## src/hw/rtl/uvs_pkg.sv

```systemverilog
`default_nettype none
package uvs_pkg;

  localparam int MAX_GRID_DEF     = 256;
  localparam int CORDIC_STEPS_DEF = 16;

  // divider: quotient floor(x * 2^33 / d), x <= d < 512
  localparam int DIV_RW = 9;
  localparam int DIV_QW = 34;

  // CORDIC datapath, Q2.30 in a 34-bit signed word
  localparam int CW = 34;

  localparam logic signed [CW-1:0] CORDIC_K    = 34'sh026DD3B6A;
  localparam logic signed [31:0]   HALF_PI_Q30 = 32'sd1686629713;
  localparam logic [31:0]          QTR_OFFSET  = 32'h2000_0000;

  localparam logic [1:0] REG_RADIUS = 2'd0;
  localparam logic [1:0] REG_RINGS  = 2'd1;
  localparam logic [1:0] REG_SECTS  = 2'd2;

  localparam logic [1:0] QUAD_0 = 2'd0;
  localparam logic [1:0] QUAD_1 = 2'd1;
  localparam logic [1:0] QUAD_2 = 2'd2;

  localparam int ATAN_LEN = 32;
  localparam logic [31:0] ATAN_TAB [ATAN_LEN] = '{
    32'h3243F6A8, 32'h1DAC6705, 32'h0FADBAFC, 32'h07F56EA6, 32'h03FEAB76, 32'h01FFD55B,
    32'h00FFFAAA, 32'h007FFF55, 32'h003FFFEA, 32'h001FFFFD, 32'h000FFFFF, 32'h0007FFFF,
    32'h0003FFFF, 32'h0001FFFF, 32'h0000FFFF, 32'h00007FFF, 32'h00003FFF, 32'h00001FFF,
    32'h00000FFF, 32'h000007FF, 32'h000003FF, 32'h000001FF, 32'h000000FF, 32'h0000007F,
    32'h0000003F, 32'h0000001F, 32'h0000000F, 32'h00000008, 32'h00000004, 32'h00000002,
    32'h00000001, 32'h00000000
  };

  typedef struct packed {
    logic [15:0] quad_base;
    logic        quad_valid;
  } div_side_t;

  typedef struct packed {
    logic [15:0] quad_base;
    logic        quad_valid;
    logic [15:0] tex_u;
    logic [15:0] tex_v;
    logic [1:0]  q_th;
    logic [1:0]  q_ph;
  } side_t;

  // shift right with rounding half away from zero
  function automatic logic signed [67:0] shr_round(input logic signed [67:0] v,
                                                   input int unsigned sh);
    logic [67:0] mag;
    logic [67:0] half;
    mag  = v[67] ? 68'(-v) : 68'(v);
    half = 68'd1 << (sh - 1);
    mag  = (mag + half) >> sh;
    return v[67] ? -$signed(mag) : $signed(mag);
  endfunction

  function automatic logic signed [67:0] sat(input logic signed [67:0] v,
                                             input logic signed [67:0] lo,
                                             input logic signed [67:0] hi);
    logic signed [67:0] r;
    r = v;
    if (v < lo) r = lo;
    else if (v > hi) r = hi;
    return r;
  endfunction

endpackage
`default_nettype wire

```

## src/hw/rtl/uvs_div_cell.sv

```systemverilog
`default_nettype none
module uvs_div_cell import uvs_pkg::*; (
  input  wire logic              clk,
  input  wire logic              en,
  input  wire logic [DIV_RW-1:0] rem_in,
  input  wire logic [DIV_QW-1:0] q_in,
  input  wire logic              nbit,
  input  wire logic [DIV_RW-1:0] dvsr,
  output logic      [DIV_RW-1:0] rem_out,
  output logic      [DIV_QW-1:0] q_out
);
  logic [DIV_RW:0] trial;
  logic            ge;

  // one restoring step: bring down a bit, subtract if it fits
  always_comb begin
    trial = {rem_in, nbit};
    ge    = trial >= {1'b0, dvsr};
  end

  always_ff @(posedge clk) begin
    if (en) begin
      rem_out <= ge ? DIV_RW'(trial - {1'b0, dvsr}) : DIV_RW'(trial);
      q_out   <= {q_in[DIV_QW-2:0], ge};
    end
  end
endmodule
`default_nettype wire

```

## config.mk

```make
export PLATFORM = sky130hd
export DESIGN_NAME = uvs_div_cell
export DESIGN_NICKNAME = d
export VERILOG_FILES = /design/src/hw/rtl/uvs_pkg.sv /design/src/hw/rtl/uvs_div_cell.sv
export SDC_FILE = /design/constraint.sdc
export NUM_CORES = 1
export LEC_CHECK = 0
export BUFFER_PORTS_ARGS = -buffer_cell sky130_fd_sc_hd__buf_2
export CAP_MARGIN = 5
export CORE_ASPECT_RATIO = 1.75
export CORE_MARGIN = 3
export CORE_UTILIZATION = 32
export CTS_CLUSTER_DIAMETER = 120
export DETAILED_ROUTE_END_ITERATION = 16
export GPL_TIMING_DRIVEN = 0
export HOLD_SLACK_MARGIN = 0.08
export PLACE_DENSITY = 0.6
export RECOVER_POWER = 100
export SYNTH_ARGS = -nofsm -noshare
export SYNTH_HDL_FRONTEND = slang
export SYNTH_SLANG_ARGS = --single-unit
```

## constraint.sdc

```tcl
create_clock -name clk -period 6.7 [get_ports clk]
set_clock_uncertainty 0.15 [all_clocks]
set_input_delay 1.34 -clock clk [delete_from_list [all_inputs] [get_ports clk]]
set_output_delay 1.34 -clock clk [all_outputs]
set_load 0.005 [all_outputs]
```

==> impl_metrics.py <==
metrics = {
    "run_status": {
        "status": "finished with violations",
        "failed_checks": "capacitance limit, slew limit",
    },
    "logic_synthesis": {
        "synth_cells": 129,
        "syn_area_mm2": 0.00196,
        "synth.yosys.warnings": 0,
        "avgSynthCellArea_um2": 15.2,
        "mappedNetlistNets": 194,
        "synth_edf_count": 43,
        "yosysTopAreaCellShare": 0.657,
        "synthDominantAreaCellType": "sky130_fd_sc_hd__edfxtp_1",
        "yosys-top-cells-area": "sky130_fd_sc_hd__edfxtp_1, sky130_fd_sc_hd__ha_1, sky130_fd_sc_hd__inv_1",
        "synthDistinctLibCells": 42,
        "yosys_register_bits": 43,
        "seq_area_frac_synth": 0.657,
        "ys_flop_type": "sky130_fd_sc_hd__edfxtp_1",
        "async_reset_ff_frac": 0,
    },
    "grt": {
        "largest_net_degree_at_the_start_of_global_routing": 44,
        "vias_in_the_first_global_route": 1350,
        "global_route_wire_length_before_repair_um": 6400,
        "globalRoute.totalOverflow": 0,
        "gr-usage-met1": 0.120,
        "grt_use_total": 0.118,
        "grt_use_met3": 0.0276,
        "globalRoute.busiestLayer": "met2",
        "grt_antenna_before_repair": 0,
        "globalRouteMet2Util": 0.219,
    },
    "finish": {
        "final_common_cell": "sky130_fd_sc_hd__buf_2",
        "fillers": 591,
        "syn2layout_area_growth_pct": 32.7,
        "layout.cells.most_common_list": "sky130_fd_sc_hd__buf_2, sky130_fd_sc_hd__edfxtp_1, sky130_fd_sc_hd__clkbuf_1",
        "final_layout_size_suffix_gt1_frac": 0.356,
        "area_of_all_placed_cells_without_fillers_mm2": 0.00261,
        "finish.net_count": 297,
        "multiInputGateArea_um2": 566,
        "area.sequential_mm2": 0.00129,
        "num_antenna_cells": 0,
    },
    "route": {
        "total_wirelength_of_the_detailed_routed_design_um": 4210,
        "initial_drc_count": 60,
        "drt_drc_violations_left": 0,
        "drt-vias-per-instance": 4.68,
        "router_iterations_before_antenna_repair": 4,
        "detail-route-antenna-nets": 0,
        "detailroute.via_count": 1454,
        "drt-wirelength-per-cell_um": 13.5,
    },
    "timing": {
        "hold_slack_ps": 1080,
        "maxSlewHeadroom": -0.422,
        "grt_setup_unrepaired": "false",
        "setup_tns_ps": 0,
        "max_freq_mhz": 218,
        "report.final.hold_viol_count": 0,
        "fin_crit_sh": 0.686,
        "post-route-min-period_ps": 4590,
        "worst_pin_slew_ps": 2130,
        "timing.final.max_slew_violations": 44,
        "final_setup_violation_count": 0,
    },
    "placed_design": {
        "gp_routability_congestion": 0.807,
        "place.port_buffers": 96,
        "dp_wirelength_um": 3390,
        "place_area_mm2": 0.00254,
    },
    "hold_path": {
        "min_path_type": "primary input to flip-flop",
    },
    "clock_network": {
        "clock_tree.root_cell": "sky130_fd_sc_hd__clkbuf_8",
        "max-clock-path-buffers": 2,
        "clock_sinks": 43,
        "post-cts-setup-buffer-count": 0,
        "h-tree-depth": 2,
        "clock_buffer_count_from_cts": 5,
        "post_cts.resized_instances": 0,
        "post_cts_hold_buffer_count": 0,
        "tritoncts": "done",
        "clkTransAtPathRegs_ps": 70,
    },
    "power": {
        "ir_worst_vdd_uv": 90.6,
        "p_leak_nw": 1.08,
        "power-per-cell-area_mw_per_mm2": 254,
    },
    "floorplan": {
        "placementRows": 37,
        "design.die.area_mm2": 0.00715,
        "initial_utilization": 0.332,
        "chipHeight_um": 110,
        "die_w_um": 65.2,
        "coreArea_mm2": 0.00593,
        "ioPinCount": 98,
    },
    "critical_path": {
        "cp_max_fo": 7,
        "critical_path_arrival_ps": 4470,
        "endpoint_kind": "flip-flop",
        "cp.required_ps": 6580,
        "startpoint_type": "primary input",
        "critPathKind": "primary input to flip-flop",
    },
    "job": {
        "maxCapViolations": 1,
    },
}
-- through the flow --
step                instances  utilization  worst slack (ps)  power (mW)
finish                    311        0.440              2110       0.663
global route              311        0.440              1950       0.697
CTS                       311        0.451              3090       0.681
detailed placement        303        0.429              2780       0.454
global placement          303        0.429              2800       0.452
floorplan                 129            -              3120       0.397
-- kinds of logic (layout without fill, tap and decap cells) --
group	count (synthesis)	after routing	synth area share
flops	43	43	0.657
compound gates	33	33	0.135
simple gates	17	17	0.0497
buf+inv	17	121	0.0382
fa+ha+maj	10	10	0.0675
mux	6	6	0.0389
xor+xnor	3	3	0.0134
-- area by class of cell --
class	instances	area share
timing repair buffer	96	0.171
clock inverter	2	0.0230
sequential	43	0.495
tap	78	0.0374
inverter	13	0.0192
clock buffer	6	0.0278
multi-input combinational	69	0.217
buffer	4	0.00912
-- state kept, by name (all words and copies together) (netlist names) --
signal,cells
rem_out,9
q_out,34
-- critical path, stage by stage --
cell and delay, ps:
sky130_fd_sc_hd__buf_2 90, sky130_fd_sc_hd__inv_1 70, sky130_fd_sc_hd__ha_1 170, sky130_fd_sc_hd__inv_1 60, sky130_fd_sc_hd__fa_1 440, sky130_fd_sc_hd__a211oi_1 410, sky130_fd_sc_hd__o21ai_0 240, sky130_fd_sc_hd__a211oi_1 680
sky130_fd_sc_hd__clkinvlp_2 550, sky130_fd_sc_hd__mux2_1 430
-- power by group --
part / switching (mW) / internal [mW] / total [mW]
sequential: 0.00528 / 0.327 / 0.332
clock: 0.0765 / 0.149 / 0.225
combinational: 0.0573 / 0.0482 / 0.105
-- Yosys cell counts (all sizes together), types with 2 or more instances --
master,instances
ha,9
edfxtp,43
o211ai,4
a21oi,6
o31ai,2
nand2b,3
nand3,2
nor2,2
a211oi,4
nand2,4
clkbuf,2
o21ai,2
a211o,2
a2111oi,2
mux2,4
a21o,3
mux2i,2
inv,13
xnor2,2
buf,2
-- per-layer routing --
layer | routed length, µm | share of wire | vias up
met1 | 1600 | 0.38 | 649
met3 | 483 | 0.11 | 6
met4 | 76 | 0.018 | 0
li1 | - | - | 710
met5 | 0 | 0 | -
met2 | 2050 | 0.49 | 89
-- final timing paths --
kind | startpoint | end | slack [ps] | cells past startpoint
worst max-delay path | nbit | rem_out[6] | 2110 | 10
worst min-delay path | q_in[32] | q_out[33] | 1080 | 1
(Power assumes the default switching activity.)
