--- src/hw/rtl/uvs_pkg.sv ---
`default_nettype none
package uvs_pkg;

  localparam int MAX_GRID_DEF     = 256;
  localparam int CORDIC_STEPS_DEF = 16;

  // divider: quotient floor(x * 2^33 / d), x <= d < 512
  localparam int DIV_RW = 9;
  localparam int DIV_QW = 34;

  // CORDIC datapath, Q2.30 in a 34-bit signed word
  localparam int CW = 34;

  localparam logic signed [CW-1:0] CORDIC_K    = 34'sh026DD3B6A;
  localparam logic signed [31:0]   HALF_PI_Q30 = 32'sd1686629713;
  localparam logic [31:0]          QTR_OFFSET  = 32'h2000_0000;

  localparam logic [1:0] REG_RADIUS = 2'd0;
  localparam logic [1:0] REG_RINGS  = 2'd1;
  localparam logic [1:0] REG_SECTS  = 2'd2;

  localparam logic [1:0] QUAD_0 = 2'd0;
  localparam logic [1:0] QUAD_1 = 2'd1;
  localparam logic [1:0] QUAD_2 = 2'd2;

  localparam int ATAN_LEN = 32;
  localparam logic [31:0] ATAN_TAB [ATAN_LEN] = '{
    32'h3243F6A8, 32'h1DAC6705, 32'h0FADBAFC, 32'h07F56EA6, 32'h03FEAB76, 32'h01FFD55B,
    32'h00FFFAAA, 32'h007FFF55, 32'h003FFFEA, 32'h001FFFFD, 32'h000FFFFF, 32'h0007FFFF,
    32'h0003FFFF, 32'h0001FFFF, 32'h0000FFFF, 32'h00007FFF, 32'h00003FFF, 32'h00001FFF,
    32'h00000FFF, 32'h000007FF, 32'h000003FF, 32'h000001FF, 32'h000000FF, 32'h0000007F,
    32'h0000003F, 32'h0000001F, 32'h0000000F, 32'h00000008, 32'h00000004, 32'h00000002,
    32'h00000001, 32'h00000000
  };

  typedef struct packed {
    logic [15:0] quad_base;
    logic        quad_valid;
  } div_side_t;

  typedef struct packed {
    logic [15:0] quad_base;
    logic        quad_valid;
    logic [15:0] tex_u;
    logic [15:0] tex_v;
    logic [1:0]  q_th;
    logic [1:0]  q_ph;
  } side_t;

  // shift right with rounding half away from zero
  function automatic logic signed [67:0] shr_round(input logic signed [67:0] v,
                                                   input int unsigned sh);
    logic [67:0] mag;
    logic [67:0] half;
    mag  = v[67] ? 68'(-v) : 68'(v);
    half = 68'd1 << (sh - 1);
    mag  = (mag + half) >> sh;
    return v[67] ? -$signed(mag) : $signed(mag);
  endfunction

  function automatic logic signed [67:0] sat(input logic signed [67:0] v,
                                             input logic signed [67:0] lo,
                                             input logic signed [67:0] hi);
    logic signed [67:0] r;
    r = v;
    if (v < lo) r = lo;
    else if (v > hi) r = hi;
    return r;
  endfunction

endpackage
`default_nettype wire

--- src/hw/rtl/uvs_cordic_cell.sv ---
`default_nettype none
module uvs_cordic_cell import uvs_pkg::*; #(
  parameter int STEP = 0
) (
  input  wire logic                 clk,
  input  wire logic                 en,
  input  wire logic signed [CW-1:0] x_in,
  input  wire logic signed [CW-1:0] y_in,
  input  wire logic signed [CW-1:0] z_in,
  output logic signed      [CW-1:0] x_out,
  output logic signed      [CW-1:0] y_out,
  output logic signed      [CW-1:0] z_out
);
  localparam logic signed [CW-1:0] ANGLE = CW'(ATAN_TAB[STEP]);

  logic signed [CW-1:0] dx;
  logic signed [CW-1:0] dy;

  assign dx = y_in >>> STEP;
  assign dy = x_in >>> STEP;

  always_ff @(posedge clk) begin
    if (en) begin
      if (!z_in[CW-1]) begin
        x_out <= x_in - dx;
        y_out <= y_in + dy;
        z_out <= z_in - ANGLE;
      end else begin
        x_out <= x_in + dx;
        y_out <= y_in - dy;
        z_out <= z_in + ANGLE;
      end
    end
  end
endmodule
`default_nettype wire

--- config.mk ---
export PLATFORM = sky130hd
export DESIGN_NAME = uvs_cordic_cell
export DESIGN_NICKNAME = d
export VERILOG_FILES = /design/src/hw/rtl/uvs_pkg.sv /design/src/hw/rtl/uvs_cordic_cell.sv
export SDC_FILE = /design/constraint.sdc
export NUM_CORES = 1
export LEC_CHECK = 0
export BUFFER_PORTS_ARGS = -buffer_cell sky130_fd_sc_hd__clkbuf_2
export CAP_MARGIN = 20
export CORE_MARGIN = 5
export CORE_UTILIZATION = 53
export CTS_BUF_LIST = sky130_fd_sc_hd__clkbuf_4 sky130_fd_sc_hd__clkbuf_8
export DETAILED_ROUTE_END_ITERATION = 8
export PLACE_DENSITY = 0.77
export SETUP_SLACK_MARGIN = 0.3
export SLEW_MARGIN = 40
export SYNTH_ARGS = -nofsm -noshare
export SYNTH_HDL_FRONTEND = slang
export SYNTH_SLANG_ARGS = --single-unit
--- constraint.sdc ---
create_clock -name clk -period 3.4 [get_ports clk]
set_clock_uncertainty 0.05 [all_clocks]
set_input_delay 0.17 -clock clk [delete_from_list [all_inputs] [get_ports clk]]
set_output_delay 0.17 -clock clk [all_outputs]
set_load 0.01 [all_outputs]
==> results of run 1 <==
where the power goes:
group          switching (W)  total (W)  internal [W]
Combinational        0.00116    0.00190      0.000745
Clock               0.000471   0.000748      0.000277
Sequential         0.0000670    0.00172       0.00165
Total                0.00169    0.00436       0.00267
metal layers:
| layer | part of all wire (%) | up-vias |
|---|---|---|
| met4 | 2.9 | 0 |
| met1 | 44 | 4622 |
| li1 | - | 4756 |
| met2 | 46 | 449 |
| met5 | 0 | - |
| met3 | 7.3 | 62 |
cell type report:
class                      count  area (sq um)
clock inverter                 7         58.81
sequential                   101          3033
timing repair buffer         234          1256
inverter                     110         412.9
clock buffer                   9         123.9
multi-input combinational    952          6716
fill                        1787          7466
tap                          265         331.6
repair_timing:
action / in CTS / in global routing
hold buffers: 3 / 0
setup endpoints to repair: 0 / 1
endpoints found under the hold margin: 3 / 0
resized for setup: 0 / 1
kinds of logic after synthesis:
logic type	after synthesis	synth area share, %
AOI/OAI and AO/OA	403	25.06
and+or+nand+nor	314	14.48
buffers and inverters	159	6.258
adders and majority gates	132	16.18
DFF	101	29.17
xor gates and xnor gates	88	7.414
muxes	15	1.444
state kept, by name, indices dropped and copies added (netlist names):
signal and count:
y_out 33, x_out 34, z_out 34
placed cells by master (no fill, tap or decap), types with 9 or more instances in the layout:
master	Yosys	final
mux2i_1	15	15
nand2_1	69	69
o21a_1	9	9
clkbuf_2	1	203
and3_1	9	9
nor4_1	9	9
nand3_1	18	18
nand2b_1	14	14
edfxtp_1	101	101
o21ai_0	77	77
buf_4	3	28
nor3_1	28	28
nand4_1	15	15
a21oi_1	143	142
a21o_1	37	37
xnor2_1	69	69
o21bai_1	25	25
a211oi_1	15	15
nor2_1	108	108
ha_1	128	128
xor2_1	19	19
nor2b_1	20	20
clkbuf_8	0	9
a31oi_1	10	10
inv_1	106	106
stage by stage:
stage | setup slack (ns) | power [W]
2_1_floorplan | 0.3261 | 0.002951
3_3_place_gp | 0.1452 | 0.003601
3_5_place_dp | 0.1908 | 0.003617
4_1_cts | 0.6074 | 0.004359
5_1_grt | 0.3356 | 0.004612
6_report | 0.5500 | 0.004365
worst paths after layout:
path | end | slack [ns] | depth (start not counted)
max | y_out[25] | 0.55 | 12
min | z_out[3] | 0.02 | 2
==> metrics.yaml, run 1 <==
synth:
  synth_nets: 1448
  ys_warn_count: 0
  synth.distinct_cells: 81
  synth_area_per_cell_sq_um: 8.578
  ys_seq_elements: 101
  synthCells: 1212
  netlist_area_sq_um: 10400
  synth_edf_count: 101
  yosysTopAreaCellShare_pct: 29.17
  yosys-top-cells-area: "edfxtp_1, ha_1, a21oi_1"
  synth_common_cells: "a21oi_1, ha_1, nor2_1"
  yosysMostFrequentCell: "a21oi_1"
  async_flop_share_pct: 0
  ys.flop_type: "edfxtp_1"
  yosysTopAreaCell: "edfxtp_1"
  seq_area_frac_synth_pct: 29.17
min_path:
  min_from: "z_in[3]"
  hold_path.class: "primary input to register"
clock_network:
  cts_buffer_depth: 2
  cts_setup_buffers: 0
  cts-htree-levels: 3
  root_buffer: "clkbuf_8"
  cts_tree: "built"
  clk_pin_slew_ns: 0.12
  cts.sinks: 101
  cts_inserted_buffers: 9
global_routing:
  grt_use_met1_pct: 36.76
  global_route.usage.met2_pct: 41.99
  grt_pass1_vias: 9212
  grt_max_degree: 63
  antenna_found_initial: 0
  use_met3_pct: 2.877
  grt_pass1_wl_um: 47350
  grt-busiest-layer: "met2"
  gr-total-overflow: 0
  grt_usage_pct: 26.13
power_and_ir_drop:
  power_density_nw_per_um2: 365.8
  p_leak_nw: 5.489
  ir_drop_uv: 161.9
sta:
  finalCritPeriodShare_pct: 83.82
  fin_crit_ns: 2.850
  worst_pin_slew_ns: 0.7663
  setup_viol: 0
  max-slew-margin-rel_pct: 47.59
  hold_viol_final: 0
  whs_ns: 0.02018
  rsz0062_at_grt: "no"
  tns_ns: 0
  fmaxAchievable_ghz: 0.3509
  finalMaxSlewViolations: 0
setup_path:
  arrival_ns: 2.93
  crit_chain: "clkbuf_2 > inv_1 > ha_1 > nor2b_1 > o2111a_1 > o31a_2 > a221oi_1 > a21boi_0 > nor2_1 > nor3_1 > a221oi_2 > xor2_1"
  startpoint: "x_in[1]"
  required_ns: 3.48
  crit_family: "compound AO/OA/AOI/OAI gates"
  crit_slowest_cell: "a221oi_1"
  cp-start-kind: "primary input"
  max_stage_delay_ns: 0.45
  worstSetupPathType: "primary input to register"
  timing.critical_path.fanout_max: 5
  crit_buf_inv: 2
  worstSetupEndpointType: "register"
cells_and_area:
  final_core_util_pct: 61.51
  final_cells: 1678
  drive_gt1_share_pct: 19.89
  fin_area_sq_um: 11930
  num-nets-final: 1644
  syn_to_final_growth_pct: 14.78
  n_antenna_cell: 0
floorplanning:
  std_cell_rows: 51
  core_area_sq_um: 19400
  initial_utilization_pct: 53.59
  die_w_um: 150.1
  dieHeight_um: 150.1
  pin_count: 206
  fp.dieArea_sq_um: 22520
drt:
  drt-pass1-iter-count: 5
  drt-vias-per-instance: 5.893
  ant_nets: 0
  routed_wl_um: 30180
  drtIter0Drc: 700
  wl_per_cell_um: 17.99
  vias: 9889
  drc: 0
run:
  maxCapViolations: 0
placement:
  io_buffers: 205
  place_hpwl_um: 24340
  gp_congestion: 0.9947
  dpl.cell_count: 1659
  detailed_place.area_sq_um: 11720
status:
  status: "complete, no violations"
Power figures use the tool's default switching activity.
==> run 2, diff against run 1 <==
--- a/config.mk
+++ b/config.mk
@@ -8,10 +8,10 @@
 export BUFFER_PORTS_ARGS = -buffer_cell sky130_fd_sc_hd__clkbuf_2
 export CAP_MARGIN = 20
 export CORE_MARGIN = 5
-export CORE_UTILIZATION = 53
+export CORE_UTILIZATION = 58
 export CTS_BUF_LIST = sky130_fd_sc_hd__clkbuf_4 sky130_fd_sc_hd__clkbuf_8
 export DETAILED_ROUTE_END_ITERATION = 8
-export PLACE_DENSITY = 0.77
+export PLACE_DENSITY = 0.8
 export SETUP_SLACK_MARGIN = 0.3
 export SLEW_MARGIN = 40
 export SYNTH_ARGS = -nofsm -noshare
==> constraint.sdc (replaced) <==
create_clock -name clk -period 2.9 [get_ports clk]
set_clock_uncertainty 0.05 [all_clocks]
set_input_delay 0.145 -clock clk [delete_from_list [all_inputs] [get_ports clk]]
set_output_delay 0.145 -clock clk [all_outputs]
set_load 0.01 [all_outputs]
==> run 2 against run 1 <==
Cell area up 11%. Core utilization up 13 points. Via count up 8.4%. Die area down 8.1%. Clock power up 20%. Wire length up 11%. Count of clock-buffer cells in the layout unchanged. Global-route usage up 4.8 points. Largest cell class unchanged. Sequential cell count unchanged. First-iteration DRC count up 47%.
==> metrics.yaml, run 2 (synthesized netlist as in run 1, its figures left out) <==
status:
  status: "complete, no violations"
cells_and_area:
  num-fill-cells: 1323
  mostFrequentLayoutCell: "clkbuf_2"
  num-nets-final: 1785
  final_cell_mix: "clkbuf_2, buf_4, a21oi_1, ha_1, nor2_1"
  final_core_util_pct: 74.80
  final_cells: 1783
  syn_to_final_growth_pct: 27.92
  n_antenna_cell: 0
  reg_top3: "x_out: 34 flops, z_out: 34 flops, y_out: 33 flops"
  drive_gt1_share_pct: 30.24
  fin_area_sq_um: 13300
setup_path:
  cp-start-kind: "primary input"
  worstSetupEndpointType: "register"
  worstSetupPathType: "primary input to register"
  required_ns: 3.00
  timing.critical_path.fanout_max: 4
  arrival_ns: 2.69
sta:
  whs_ns: 0.09279
  finalCritPeriodShare_pct: 89.27
  hold_viol_final: 0
  worst_pin_slew_ns: 0.7189
  finalMaxSlewViolations: 0
  fmaxAchievable_ghz: 0.3863
  fin_crit_ns: 2.589
  max-slew-margin-rel_pct: 52.08
  rsz0062_at_grt: "yes"
  setup_viol: 0
clock_network:
  cts-htree-levels: 3
  cts.sinks: 101
  clk_pin_slew_ns: 0.11
  cts_tree: "built"
  cts_buffer_depth: 2
  root_buffer: "clkbuf_8"
  cts_inserted_buffers: 9
power_and_ir_drop:
  p_leak_nw: 6.207
  power_density_nw_per_um2: 415.4
  ir_drop_uv: 284.7
floorplanning:
  fp.dieArea_sq_um: 20700
  dieHeight_um: 143.9
  pin_count: 206
  core_area_sq_um: 17780
  std_cell_rows: 49
  initial_utilization_pct: 58.47
  die_w_um: 143.9
global_routing:
  grt_pass1_vias: 10140
  gr-total-overflow: 0
  antenna_found_initial: 0
  grt_usage_pct: 30.95
  grt_pass1_wl_um: 51530
  grt_max_degree: 64
placement:
  gp_congestion: 0.9781
  place_hpwl_um: 26570
  io_buffers: 205
  dpl.cell_count: 1754
  detailed_place.area_sq_um: 12710
drt:
  vias: 10720
  wl_met2_um: 15790
  met3_length_um: 3122
  wl_met1_um: 13640
  ant_nets: 0
  wl_per_cell_um: 18.77
  drt-vias-per-instance: 6.011
  drt-pass1-iter-count: 5
  routed_wl_um: 33470
  drtIter0Drc: 1031
  dr.max_layer_used: "met4"
  drc: 0
min_path:
  hold_path.class: "primary input to register"
run:
  maxCapViolations: 0
[run 2: changes by cell type in the layout (fill, tap and decap cells not counted), moves of 9 or more]
cell / previous run / this run
buf_4: 28 / 166
a21oi_1: 142 / 132
o21ai_1: 7 / 16
o21ai_0: 77 / 65
ha_1: 128 / 116
a21oi_2: 2 / 11
[run 2: what timing repair did]
item                                    in CTS  in global routing
buffers inserted                             3                  6
endpoints found under the setup margin       9                 33
hold buffers                                 4                  0
pin swaps                                    3                 18
gates resized for setup                      5                 64
hold endpoints to repair                     4                  0
[run 2: final timing paths]
check                from        end  slack (ns)  depth (start not counted)
setup / recovery  x_in[0]  x_out[22]        0.31                         12
hold / removal    z_in[4]   z_out[4]        0.09                          2
[run 2: area by class of cell]
class | instances | area, sq um | share of cell area, %
well taps | 229 | 286.5 | 2.154
flip-flops and latches | 101 | 3033 | 22.81
clock inverters | 7 | 58.81 | 0.4422
clock buffers | 9 | 123.9 | 0.9314
multi-input cells | 952 | 7039 | 52.93
inverters | 110 | 412.9 | 3.105
repair buffers | 375 | 2345 | 17.63
[run 2: report_power, final]
part	switching, W	total [W]	internal [W]
logic	0.00148	0.00260	0.00112
registers	0.0000864	0.00202	0.00193
clock network	0.000576	0.000901	0.000325
total	0.00214	0.00552	0.00338
[run 2: critical path, cell delays in order]
cell      delay (ns)
clkbuf_2        0.11
ha_1            0.21
fa_1            0.41
nor2b_1         0.17
o211ai_1        0.27
a211oi_2        0.15
o211ai_2        0.35
a21bo_2         0.20
nand3_1         0.13
a21bo_2         0.28
a21oi_1         0.18
xnor2_1         0.09
[run 2: per-layer routing]
metal	global-route usage (%)	vias to the layer above
li1	-	5042
met4	9.911	0
met2	51.52	565
met5	0	-
met1	41.53	5035
met3	4.626	76
[run 2: per-stage QoR]
step                setup TNS, ns  worst slack [ns]  power, W
floorplan                       0            0.3066  0.003469
global route                    0            0.2022  0.005821
global placement           -1.738           -0.3921  0.004444
finish                          0            0.3112  0.005524
detailed placement         -3.072           -0.4255  0.004500
CTS                             0            0.3084  0.005398
==> run 3, diff against run 2 <==
==> constraint.sdc (replaced) <==
create_clock -name clk -period 2.61 [get_ports clk]
set_clock_uncertainty 0.05 [all_clocks]
set_input_delay 0.1305 -clock clk [delete_from_list [all_inputs] [get_ports clk]]
set_output_delay 0.1305 -clock clk [all_outputs]
set_load 0.01 [all_outputs]
==> run 3 against run 2 <==
Critical path depth is 1 higher. Worst hold slack worse by 0.018 ns. Wire length is 29% higher. Sequential power is 12% higher. Global-route usage is 4.2 points higher. Power is 27% higher. Sequential share of layout area is 3.2 points lower. Critical endpoint is now y_out[28]. Largest power group unchanged.
==> metrics.yaml, run 3 (synthesized netlist as in run 1, its figures left out) <==
status:
  status: "complete, no violations"
placement:
  place_hpwl_um: 29720
  detailed_place.area_sq_um: 13880
  io_buffers: 205
  gp_congestion: 0.9960
global_routing:
  grt_pass1_wl_um: 57730
  antenna_found_initial: 0
  gr-total-overflow: 0
  grt_max_degree: 45
  grt_usage_pct: 35.16
  grt_pass1_vias: 11250
cells_and_area:
  num-fill-cells: 954
  mostFrequentLayoutCell: "buf_4"
  final_cell_mix: "buf_4, clkbuf_2, a21oi_1, nor2_1, ha_1"
  syn_to_final_growth_pct: 48.63
  final_core_util_pct: 86.91
  n_antenna_cell: 0
  reg_top3: "x_out: 34 flops, z_out: 34 flops, y_out: 33 flops"
  fin_area_sq_um: 15450
  num-nets-final: 1923
  drive_gt1_share_pct: 42.43
run:
  maxCapViolations: 0
clock_network:
  cts_buffer_depth: 2
  cts_inserted_buffers: 9
  root_buffer: "clkbuf_8"
  cts_tree: "built"
  cts-htree-levels: 3
  clk_pin_slew_ns: 0.13
  cts.sinks: 101
power_and_ir_drop:
  power_frac_seq_pct: 32.1
  power_w: 0.007043
  switchingPower_w: 0.002834
  pwr-share-clk_pct: 16.8
  power_density_nw_per_um2: 455.8
  power_switching_share_pct: 40.24
  ir_drop_uv: 343.1
  pwr-share-comb_pct: 51.2
  power_report.internal_total_w: 0.004209
  p_leak_nw: 7.131
floorplanning:
  core_area_sq_um: 17780
  pin_count: 206
  initial_utilization_pct: 58.47
  std_cell_rows: 49
  die_w_um: 143.9
  dieHeight_um: 143.9
  fp.dieArea_sq_um: 20700
setup_path:
  crit_buf_inv: 2
  timing.critical_path.fanout_max: 4
  cp-start-kind: "primary input"
  arrival_ns: 2.60
  crit_slowest_cell: "o31ai_4"
  worstSetupPathType: "primary input to register"
  max_stage_delay_ns: 0.34
  required_ns: 2.73
  crit_family: "compound AO/OA/AOI/OAI gates"
  worstSetupEndpointType: "register"
  crit_chain: "buf_8 > buf_6 > ha_4 > fa_2 > nand2b_4 > a21oi_4 > o211a_1 > o21a_4 > o31ai_4 > o2111ai_4 > a311oi_2 > a21oi_1 > xnor2_1"
drt:
  routed_wl_um: 43010
  drc: 0
  wl_per_cell_um: 22.39
  ant_nets: 0
  drt-vias-per-instance: 6.394
  drt-pass1-iter-count: 7
  vias: 12280
  drtIter0Drc: 1533
sta:
  hold_viol_final: 0
  finalCritPeriodShare_pct: 94.93
  fmaxAchievable_ghz: 0.4036
  max-slew-margin-rel_pct: 56.27
  finalMaxSlewViolations: 0
  worst_pin_slew_ns: 0.6560
  fin_crit_ns: 2.478
  rsz0062_at_grt: "yes"
  whs_ns: 0.07448
  setup_viol: 0
min_path:
  hold_path.class: "primary input to register"
## run 3: per-stage QoR
step / setup WS (ns) / TNS (ns) / instances
after detailed placement: -0.5710 / -11.19 / 1863
final: 0.1324 / 0 / 1921
after global placement: -0.4949 / -8.199 / 1863
after global routing: 0.06659 / 0 / 1921
after CTS: 0.2454 / 0 / 1891
after floorplan: 0.1122 / 0 / 1212
## run 3: final cells by class
class	instances	area (sq um)	share of cell area, %
inverters	110	446.7	2.891
well taps	229	286.5	1.854
multi-input cells	952	7949	51.44
clock buffers	9	123.9	0.8016
clock inverters	7	91.34	0.5911
flip-flops and latches	101	3033	19.63
repair buffers	513	3522	22.79
## run 3: final timing paths
path	slack, ns	depth (start not counted)	end	from
worst max-delay path	0.13	13	y_out[28]	x_in[0]
worst min-delay path	0.07	3	z_out[33]	z_in[32]
## run 3: worst min-delay path: stages
cell	delay, ns
clkbuf_2	0.08
ha_1	0.14
nor2_1	0.04
## run 3: timing repair
item,CTS,global route
hold buffers,4,0
hold endpoints to repair,4,0
setup endpoints to repair,36,50
gates resized for setup,65,160
pin swaps,28,70
cloned,0,0
buffers inserted,8,30
## run 3: layer usage
layer / vias to the layer above / GRT usage (%) / share of wire [%]
met5: - / 0 / 0
met4: 0 / 12.78 / 5.7
met3: 246 / 5.324 / 10
met2: 994 / 59.26 / 47
met1: 5722 / 45.86 / 37
li1: 5320 / - / -
## run 3: power by group through the flow
stage	sequential (W)	clock (W)	combinational, W
2_1_floorplan	0.00240	0	0.00154
3_3_place_gp	0.00227	0	0.00296
3_5_place_dp	0.00228	0	0.00304
4_1_cts	0.00224	0.00113	0.00317
5_1_grt	0.00227	0.00123	0.00380
6_report	0.00226	0.00118	0.00360
